**src/rtl/core/datediff_pkg.sv**
```systemverilog
// Types, constants and calendar helpers for the date difference block.
// No dependencies; used by date_day_difference and datediff_checker.
`default_nettype none

package datediff_pkg;

	typedef struct packed {
		logic [4:0]  day_a;
		logic [3:0]  month_a;
		logic [13:0] year_a;
		logic [4:0]  day_b;
		logic [3:0]  month_b;
		logic [13:0] year_b;
	} date_pair_t;

	typedef struct packed {
		logic [21:0] days_apart;
		logic [1:0]  order;
		logic        valid_a;
		logic        valid_b;
		logic        leap_a;
		logic        leap_b;
	} result_t;

	localparam logic [1:0] ORD_EQUAL     = 2'd0;
	localparam logic [1:0] ORD_A_LATER   = 2'd1;
	localparam logic [1:0] ORD_A_EARLIER = 2'd2;

	localparam logic [22:0] DAYS_MAX = 23'd4194303;

	// x / 25 == (x * RECIP_25) >> RECIP_SHIFT for x < 4096
	localparam logic [10:0] RECIP_25    = 11'd1311;
	localparam int          RECIP_SHIFT = 15;

	localparam logic [3:0] MONTH_FEB = 4'd2;

	function automatic logic [8:0] days_before(input logic [3:0] m);
		logic [8:0] d;
		case (m)
			4'd2:    d = 9'd31;
			4'd3:    d = 9'd59;
			4'd4:    d = 9'd90;
			4'd5:    d = 9'd120;
			4'd6:    d = 9'd151;
			4'd7:    d = 9'd181;
			4'd8:    d = 9'd212;
			4'd9:    d = 9'd243;
			4'd10:   d = 9'd273;
			4'd11:   d = 9'd304;
			4'd12:   d = 9'd334;
			default: d = 9'd0;
		endcase
		return d;
	endfunction

	function automatic logic [4:0] month_len(input logic [3:0] m, input logic leap);
		logic [4:0] n;
		case (m) inside
			4'd4, 4'd6, 4'd9, 4'd11: n = 5'd30;
			MONTH_FEB:               n = leap ? 5'd29 : 5'd28;
			default:                 n = 5'd31;
		endcase
		return n;
	endfunction

endpackage

`default_nettype wire

```
**src/rtl/core/date_day_difference.sv**
```systemverilog
// Gregorian date difference: five-stage pipeline from a date pair to day count.
// Depends on datediff_pkg.
//
// One date pair is taken per clock on start (busy stays low, the pipe never
// stalls). The result appears on result with done high for one cycle once
// the pair has passed input register, reciprocal multiplies for the
// /100 terms, leap and validity decode with the base day number, month offset
// add, then absolute difference and saturation into the output register.
// The receiver must take every result in the cycle it is shown.
`default_nettype none

module date_day_difference (
	input  wire logic                    clk,
	input  wire logic                    arst_n,
	input  wire logic                    start,
	output logic                         busy,
	input  wire datediff_pkg::date_pair_t dates,
	output logic                         done,
	output datediff_pkg::result_t        result
);

	// stage 1: input register
	logic                     valid_s1;
	datediff_pkg::date_pair_t dates_s1;

	// stage 2: products
	logic        valid_s2;
	logic [4:0]  day_s2 [2];
	logic [3:0]  mon_s2 [2];
	logic [13:0] yr_s2 [2];
	logic [22:0] p365_s2 [2];
	logic [11:0] p4_s2 [2];
	logic [22:0] pq_s2 [2];
	logic [22:0] yq_s2 [2];
	logic [1:0]  order_s2;

	// stage 3: decoded
	logic        valid_s3;
	logic [22:0] nbase_s3 [2];
	logic [8:0]  doff_s3 [2];
	logic        leap_s3 [2];
	logic        ok_s3 [2];
	logic [1:0]  order_s3;

	// stage 4: day numbers
	logic        valid_s4;
	logic [22:0] n_s4 [2];
	logic        leap_s4 [2];
	logic        ok_s4 [2];
	logic [1:0]  order_s4;

	// output
	logic                  done_q;
	datediff_pkg::result_t result_q;

	logic [4:0]  day_c [2];
	logic [3:0]  mon_c [2];
	logic [13:0] yr_c [2];
	logic [13:0] p_c [2];
	logic [22:0] key_a;
	logic [22:0] key_b;
	logic [1:0]  order_c;

	logic [7:0]  c100p_c [2];
	logic [7:0]  c100y_c [2];
	logic        div100_c [2];
	logic        leap_c [2];
	logic        ok_c [2];
	logic [22:0] nbase_c [2];
	logic [8:0]  doff_c [2];

	logic [22:0] diff_c;
	logic [21:0] days_c;

	assign busy   = 1'b0;
	assign done   = done_q;
	assign result = result_q;

	always_comb begin
		day_c[0] = dates_s1.day_a;
		mon_c[0] = dates_s1.month_a;
		yr_c[0]  = dates_s1.year_a;
		day_c[1] = dates_s1.day_b;
		mon_c[1] = dates_s1.month_b;
		yr_c[1]  = dates_s1.year_b;
		for (int i = 0; i < 2; i++) begin
			p_c[i] = yr_c[i] - 14'd1;
		end
		key_a = {dates_s1.year_a, dates_s1.month_a, dates_s1.day_a};
		key_b = {dates_s1.year_b, dates_s1.month_b, dates_s1.day_b};
		if (key_a == key_b) begin
			order_c = datediff_pkg::ORD_EQUAL;
		end else if (key_a > key_b) begin
			order_c = datediff_pkg::ORD_A_LATER;
		end else begin
			order_c = datediff_pkg::ORD_A_EARLIER;
		end
	end

	always_comb begin
		for (int i = 0; i < 2; i++) begin
			c100p_c[i]  = pq_s2[i][datediff_pkg::RECIP_SHIFT +: 8];
			c100y_c[i]  = yq_s2[i][datediff_pkg::RECIP_SHIFT +: 8];
			div100_c[i] = (yr_s2[i] == 14'(14'(c100y_c[i]) * 14'd100));
			leap_c[i]   = ((yr_s2[i][1:0] == 2'd0) && !div100_c[i])
				|| (div100_c[i] && (c100y_c[i][1:0] == 2'd0));
			ok_c[i]     = (mon_s2[i] >= 4'd1) && (mon_s2[i] <= 4'd12)
				&& (yr_s2[i] != 14'd0) && (day_s2[i] != 5'd0)
				&& (day_s2[i] <= datediff_pkg::month_len(mon_s2[i], leap_c[i]));
			nbase_c[i]  = p365_s2[i] + 23'(p4_s2[i]) - 23'(c100p_c[i])
				+ 23'(c100p_c[i][7:2]);
			doff_c[i]   = datediff_pkg::days_before(mon_s2[i])
				+ 9'((mon_s2[i] > datediff_pkg::MONTH_FEB) && leap_c[i])
				+ 9'(day_s2[i]);
		end
	end

	always_comb begin
		if (n_s4[0] >= n_s4[1]) begin
			diff_c = n_s4[0] - n_s4[1];
		end else begin
			diff_c = n_s4[1] - n_s4[0];
		end
		if (!(ok_s4[0] && ok_s4[1])) begin
			days_c = 22'd0;
		end else if (diff_c > datediff_pkg::DAYS_MAX) begin
			days_c = datediff_pkg::DAYS_MAX[21:0];
		end else begin
			days_c = diff_c[21:0];
		end
	end

	always_ff @(posedge clk or negedge arst_n) begin
		if (!arst_n) begin
			valid_s1 <= 1'b0;
			valid_s2 <= 1'b0;
			valid_s3 <= 1'b0;
			valid_s4 <= 1'b0;
			done_q   <= 1'b0;
		end else begin
			valid_s1 <= start && !busy;
			valid_s2 <= valid_s1;
			valid_s3 <= valid_s2;
			valid_s4 <= valid_s3;
			done_q   <= valid_s4;
		end
	end

	always_ff @(posedge clk) begin
		if (start && !busy) begin
			dates_s1 <= dates;
		end
		order_s2 <= order_c;
		order_s3 <= order_s2;
		order_s4 <= order_s3;
		for (int i = 0; i < 2; i++) begin
			day_s2[i]   <= day_c[i];
			mon_s2[i]   <= mon_c[i];
			yr_s2[i]    <= yr_c[i];
			p365_s2[i]  <= 23'(p_c[i]) * 23'd365;
			p4_s2[i]    <= p_c[i][13:2];
			pq_s2[i]    <= 23'(p_c[i][13:2]) * 23'(datediff_pkg::RECIP_25);
			yq_s2[i]    <= 23'(yr_c[i][13:2]) * 23'(datediff_pkg::RECIP_25);
			nbase_s3[i] <= nbase_c[i];
			doff_s3[i]  <= doff_c[i];
			leap_s3[i]  <= leap_c[i];
			ok_s3[i]    <= ok_c[i];
			n_s4[i]     <= nbase_s3[i] + 23'(doff_s3[i]);
			leap_s4[i]  <= leap_s3[i];
			ok_s4[i]    <= ok_s3[i];
		end
		result_q.days_apart <= days_c;
		result_q.order      <= order_s4;
		result_q.valid_a    <= ok_s4[0];
		result_q.valid_b    <= ok_s4[1];
		result_q.leap_a     <= leap_s4[0];
		result_q.leap_b     <= leap_s4[1];
	end

endmodule

`default_nettype wire

```
**config.mk**
```make
export PLATFORM = sky130hd
export DESIGN_NAME = date_day_difference
export DESIGN_NICKNAME = d
export VERILOG_FILES = /design/src/rtl/core/datediff_pkg.sv /design/src/rtl/core/date_day_difference.sv
export SDC_FILE = /design/constraint.sdc
export NUM_CORES = 2
export LEC_CHECK = 0
export ABC_AREA = 1
export ABC_CLOCK_PERIOD_IN_PS = 7560
export BUFFER_PORTS_ARGS = -buffer_cell sky130_fd_sc_hd__buf_2
export CORE_ASPECT_RATIO = 0.7
export CORE_MARGIN = 10
export CORE_UTILIZATION = 47
export DETAILED_ROUTE_END_ITERATION = 10
export PLACE_DENSITY_LB_ADDON = 0.3
export SETUP_SLACK_MARGIN = 0.1
export SLEW_MARGIN = 20
export SYNTH_ARGS = -nofsm -noshare
export SYNTH_HDL_FRONTEND = slang
export SYNTH_SLANG_ARGS = --single-unit
```
**constraint.sdc**
```tcl
create_clock -name clk -period 7.56 [get_ports clk]
set_clock_uncertainty 0.15 [all_clocks]
set_input_delay 0 -clock clk [delete_from_list [all_inputs] [get_ports clk]]
set_output_delay 0 -clock clk [all_outputs]
set_load 0.05 [all_outputs]
```
* Yosys cells after proc, flatten, opt, wreduce, memory -nomap -nowiden
Memory sizes are Yosys's and may differ from the RTL's. A register that Yosys moved wholly into a read port is not among the register bits.
Cells that the tools add are included.
** Cells by class
- Add/sub/neg operators :: 16
- Muxes and demuxes :: 9
- Magnitude comparators :: 11
- Multiply operators :: 8
- Reductions and logical operators :: 29
- Equal/unequal tests :: 13
** Operators by type and width (number)
- 12-bit by 11-bit multiplier with 23-bit output, second input constant :: 4
- 23-bit by 12-bit adder with 23-bit output :: 2
- 23-bit by 6-bit adder with 23-bit output :: 2
- 23-bit by 9-bit adder with 23-bit output :: 2
- 14-bit by 9-bit multiplier with 23-bit output, second input constant :: 2
- 23-bit subtractor :: 2
- 23-bit by 8-bit subtractor with 23-bit output :: 2
- 14-bit == test :: 2
- 14-bit nonzero test :: 2
- 14-bit by 1-bit subtractor with 14-bit output, second input constant :: 2
- 8-bit by 5-bit multiplier with 12-bit output, second input constant :: 2
- 23-bit == test :: 1
- 23-bit >= comparator :: 1
- 23-bit by 22-bit > comparator with 1-bit output, second input constant :: 1
- 23-bit > comparator :: 1
- 23-bit two-way mux :: 1
- 22-bit two-way mux :: 1
- 9-bit by 1-bit adder with 9-bit output :: 2
- 9-bit by 5-bit adder with 9-bit output :: 2
- 4-bit by 3-bit == test with 1-bit output, second input constant :: 4
- 4-bit == test, second input constant :: 4
- 1-bit logical AND :: 15
- 5-bit <= comparator :: 2
- 5-bit nonzero test :: 2
- 11 further kinds :: 25
** Storage, ports and cells
- Logic and storage cells :: 120
- Register bits :: 83
- Bits of input ports :: 49
- Bits in read-only memories :: 288
- Output and inout bits :: 30
- Memory bits (writable) :: 326
- Memories kept :: 16
** Memories
- (no name shown) :: depth 16, bits a word 9, rd ports 1, clocked after Yosys merged registers in 0, write ports 0, RTL line datediff_pkg.sv:39 : case (m)
- (no name shown) :: depth 16, bits a word 9, rd ports 1, clocked after Yosys merged registers in 0, write ports 0, RTL line datediff_pkg.sv:39
- n_s4 :: depth 2, bits a word 23, rd ports 2, clocked after Yosys merged registers in 0, write ports 2, RTL line date_day_difference.sv:47 : logic [22:0] n_s4 [2];
- nbase_s3 :: depth 2, bits a word 23, rd ports 2, clocked after Yosys merged registers in 0, write ports 2, RTL line date_day_difference.sv:39 : logic [22:0] nbase_s3 [2];
- p365_s2 :: depth 2, bits a word 23, rd ports 2, clocked after Yosys merged registers in 0, write ports 2, RTL line date_day_difference.sv:31 : logic [22:0] p365_s2 [2];
- pq_s2 :: depth 2, bits a word 23, rd ports 2, clocked after Yosys merged registers in 0, write ports 2, RTL line date_day_difference.sv:33 : logic [22:0] pq_s2 [2];
- +10 memories

* Longest topological paths before layout
An unclocked memory read counts as a cell.
- Depth in word-level cells :: 11
- Mapped depth :: 35
- Gate-level depth less buffers :: 35

* Least setup slack after synthesis
OpenSTA, ideal clock, no wires.
- Path type :: reg2reg
- From :: reg dates_s1[3] in the netlist's numbering
- To :: mem pq_s2[1][20], in the netlist pq_s2[0][43]
- Path buffers :: 0
- Required time :: 7.287 ns
- Period minus slack after synthesis :: 5.679 ns
- Setup slack :: 1.881 ns
- Library setup time :: 0.123 ns
- Cell stages (with the launch flop) :: 31
- Data arrival time :: 5.406 ns
- Path through :: edfxtp_1 inv_1 ha_1 nand3_1 nand2_1 nand3_1 nand2_1 nand2_1 xor2_1 inv_1 ha_1 o21bai_1 ha_1 inv_1 fa_1 inv_1 fa_1 inv_1 fa_1 inv_1 ha_1 nand2_1 nor2_1 inv_1 nor2_1 nor2_1 nand2_1 nand2_1 nand2_1 a21oi_1 xor2_1
** RTL lines
- from (decl) :: RTL line date_day_difference.sv:24 : datediff_pkg::date_pair_t dates_s1;
- from (signal assigned) :: RTL line date_day_difference.sv:151 : dates_s1 <= dates;
- to (decl) :: RTL line date_day_difference.sv:33

==> impl_metrics.ini <==
[clock_tree]
clockBufferDepth = 3
cts.clk_slew.worst_paths_ns = 0.07
htree_levels = 2
cts_tree = built
numCtsBuffers = 39
cts_sinks = 351
cts_root_buf = clkbuf_16
cts_resized = 0
worst_skew_pair.late_latency_ns = 0.58

[sta]
rsz0062_at_grt = false
finalCritPeriodShare_pct = 87.9
min_period_ns = 6.65
whs_ns = 0.0204
fmax_ghz = 0.150
final.setup.tns_ns = 0
timing.final.ws_setup_ns = 0.911
worst_pin_slew_ns = 1.08
setup_viol = 0
finalHoldViolations = 0
drv_slew = 0
max-slew-margin-rel_pct = 27.7

[critical_path]
timing.critical_path.buf_inv = 7
cpPeakStageDelay_ns = 0.73
worstPathRequired_ns = 7.89
slowest_stage = xor2_1
worstPathMaxFanout = 8
start_kind = flip-flop
end_kind = flip-flop
arrival_ns = 6.97
crit_family = adder cells
criticalPathCategory = flip-flop to flip-flop

[detailed_routing]
drt_iter0_markers = 1902
ant_nets = 0
drc_errors = 0
routed_wl_um = 85600
avgRoutedWirePerCell_um = 16.0
via_per_inst = 4.99
vias = 26600
firstDrtPassIters = 5

[yosys]
synth-seq-cells = 351
yosysTopAreaCell = ha_1
seq_area_frac_synth_pct = 21.3
synth_cell_type_count = 53
synthTopCellsByArea = ha_1 25%, dfxtp_1 17%, fa_1 16%
ys_warn_count = 0
avgSynthCellArea_sq_um = 8.57
synthesis.nets = 5161
netlist_instances = 4126
netlist.area_leader.share_pct = 24.9
synth_area_sq_um = 35400

[place]
gp_congestion = 0.946
dp_cells = 5189
io_buffers = 77
preCtsSetupSlack_ns = 0.902
dp_hpwl_um = 71500

[final_layout]
drive_above_1_share_pct = 5.28
syn_to_final_growth_pct = 10.7
fin_nets = 5358
final_cell_mix = 900 x inv_1, 704 x ha_1, 635 x nand2_1
layout_commonest_cell = inv_1
fillers = 6951
instances_no_fill = 5343

[floorplan]
dieArea_sq_um = 86800
start_util_pct = 47.2
die_y_um = 249
core.rowCount = 84
core-area_sq_um = 74800
dieWidth_um = 348
ios = 79

[grt]
grt_antenna_before_repair = 3
first_global_vias = 26400
grt_pass1_wl_um = 141000
track_usage_pct = 19.9
grt_max_degree = 48
grt_overflow = 0

[flow_run]
max-cap-violations = 0

[min_path]
hold_class = input pin to flip-flop

[run_status]
status = finished, final reports clean
-- per-stage QoR --
step	cell area, sq um	utilization (%)
after global placement	37000	49.4
after detailed placement	37000	49.4
after floorplan	35400	-
after CTS	39100	52.3
final	39100	52.3
after global routing	39100	52.3
-- metal layers --
metal | global-route usage, % | share of wire [%] | routed length, um | vias up
met3 | 4.98 | 8.6 | 7380 | 51
met1 | 31.1 | 53 | 45300 | 12400
li1 | - | - | - | 13500
met2 | 27.4 | 37 | 32100 | 673
met5 | 0 | 0 | 0 | -
met4 | 2.74 | 1.0 | 882 | 0
-- timing repair --
item	4_1_cts	5_1_grt
hold endpoints to repair	98	0
setup buffers	0	0
hold buffers	82	0
-- synthesized netlist by cell type, drive strengths merged --
| cell type | instances |
|---|---|
| a2111oi | 1 |
| a211oi | 10 |
| a21boi | 6 |
| a21o | 23 |
| a21oi | 295 |
| a221oi | 2 |
| a31oi | 11 |
| and2 | 4 |
| buf | 14 |
| clkbuf | 2 |
| clkinv | 1 |
| conb | 1 |
| dfrtp | 5 |
| dfxtp | 300 |
| edfxtp | 46 |
| fa | 282 |
| ha | 704 |
| inv | 906 |
| nand2 | 653 |
| nand3 | 131 |
| nand3b | 5 |
| nand4 | 51 |
| nor2 | 186 |
| nor3 | 27 |
| nor4 | 16 |
| o2111ai | 1 |
| o211a | 1 |
| o211ai | 7 |
| o21a | 13 |
| o21ai | 142 |
| o21bai | 21 |
| o22ai | 4 |
| o31ai | 6 |
| or2 | 4 |
| xnor2 | 79 |
| xor2 | 166 |
-- layout make-up --
type / count / area, sq um / share of cell area [%]
timing repair buffer: 172 / 1300 / 3.33
clock buffer: 49 / 1070 / 2.72
sequential: 351 / 7510 / 19.2
clock inverter: 22 / 273 / 0.697
multi-input combinational: 2852 / 24300 / 62.2
tap: 989 / 1240 / 3.16
antenna: 1 / 2.50 / 0.00639
inverter: 907 / 3410 / 8.71
-- flip-flops by register name, summed over array words and instances (netlist names), 8 cells and up --
name      count
yq_s2        18
n_s4         46
pq_s2        16
yr_s2        26
p4_s2        24
nbase_s3     46
mon_s2        8
dates_s1     46
p365_s2      46
result       28
day_s2       10
doff_s3      18
-- final timing paths --
| kind | start | endpoint | cells after the start | slack [ns] |
|---|---|---|---|---|
| max | dates_s1[3] | pq_s2[0][43] | 30 | 0.91 |
| min | dates[30] | dates_s1[30] | 2 | 0.02 |
| max reg2reg | dates_s1[3] | pq_s2[0][43] | 30 | 0.91 |
| min reg2reg | leap_s4[0][1] | result[0] | 0 | 0.18 |
| max in group asynchronous | arst_n | done | 3 | 6.86 |
| min in group asynchronous | arst_n | valid_s1 | 3 | 0.21 |
-- logic make-up after synthesis --
family                   count (synthesis)  share of synthesized area (%)
flip-flops                             351                           21.3
AND/OR/NAND/NOR                       1077                           12.9
other                                    1                         0.0106
buffers and inverters                  923                           9.93
AO/OA/AOI/OAI                          543                           8.71
XOR/XNOR                               245                           6.27
adder cells (fa/ha/maj)                986                           40.9
Power is left out: the tool's default activity adds up to more than one toggle a clock period on the data nets, which glitch-free logic cannot reach.
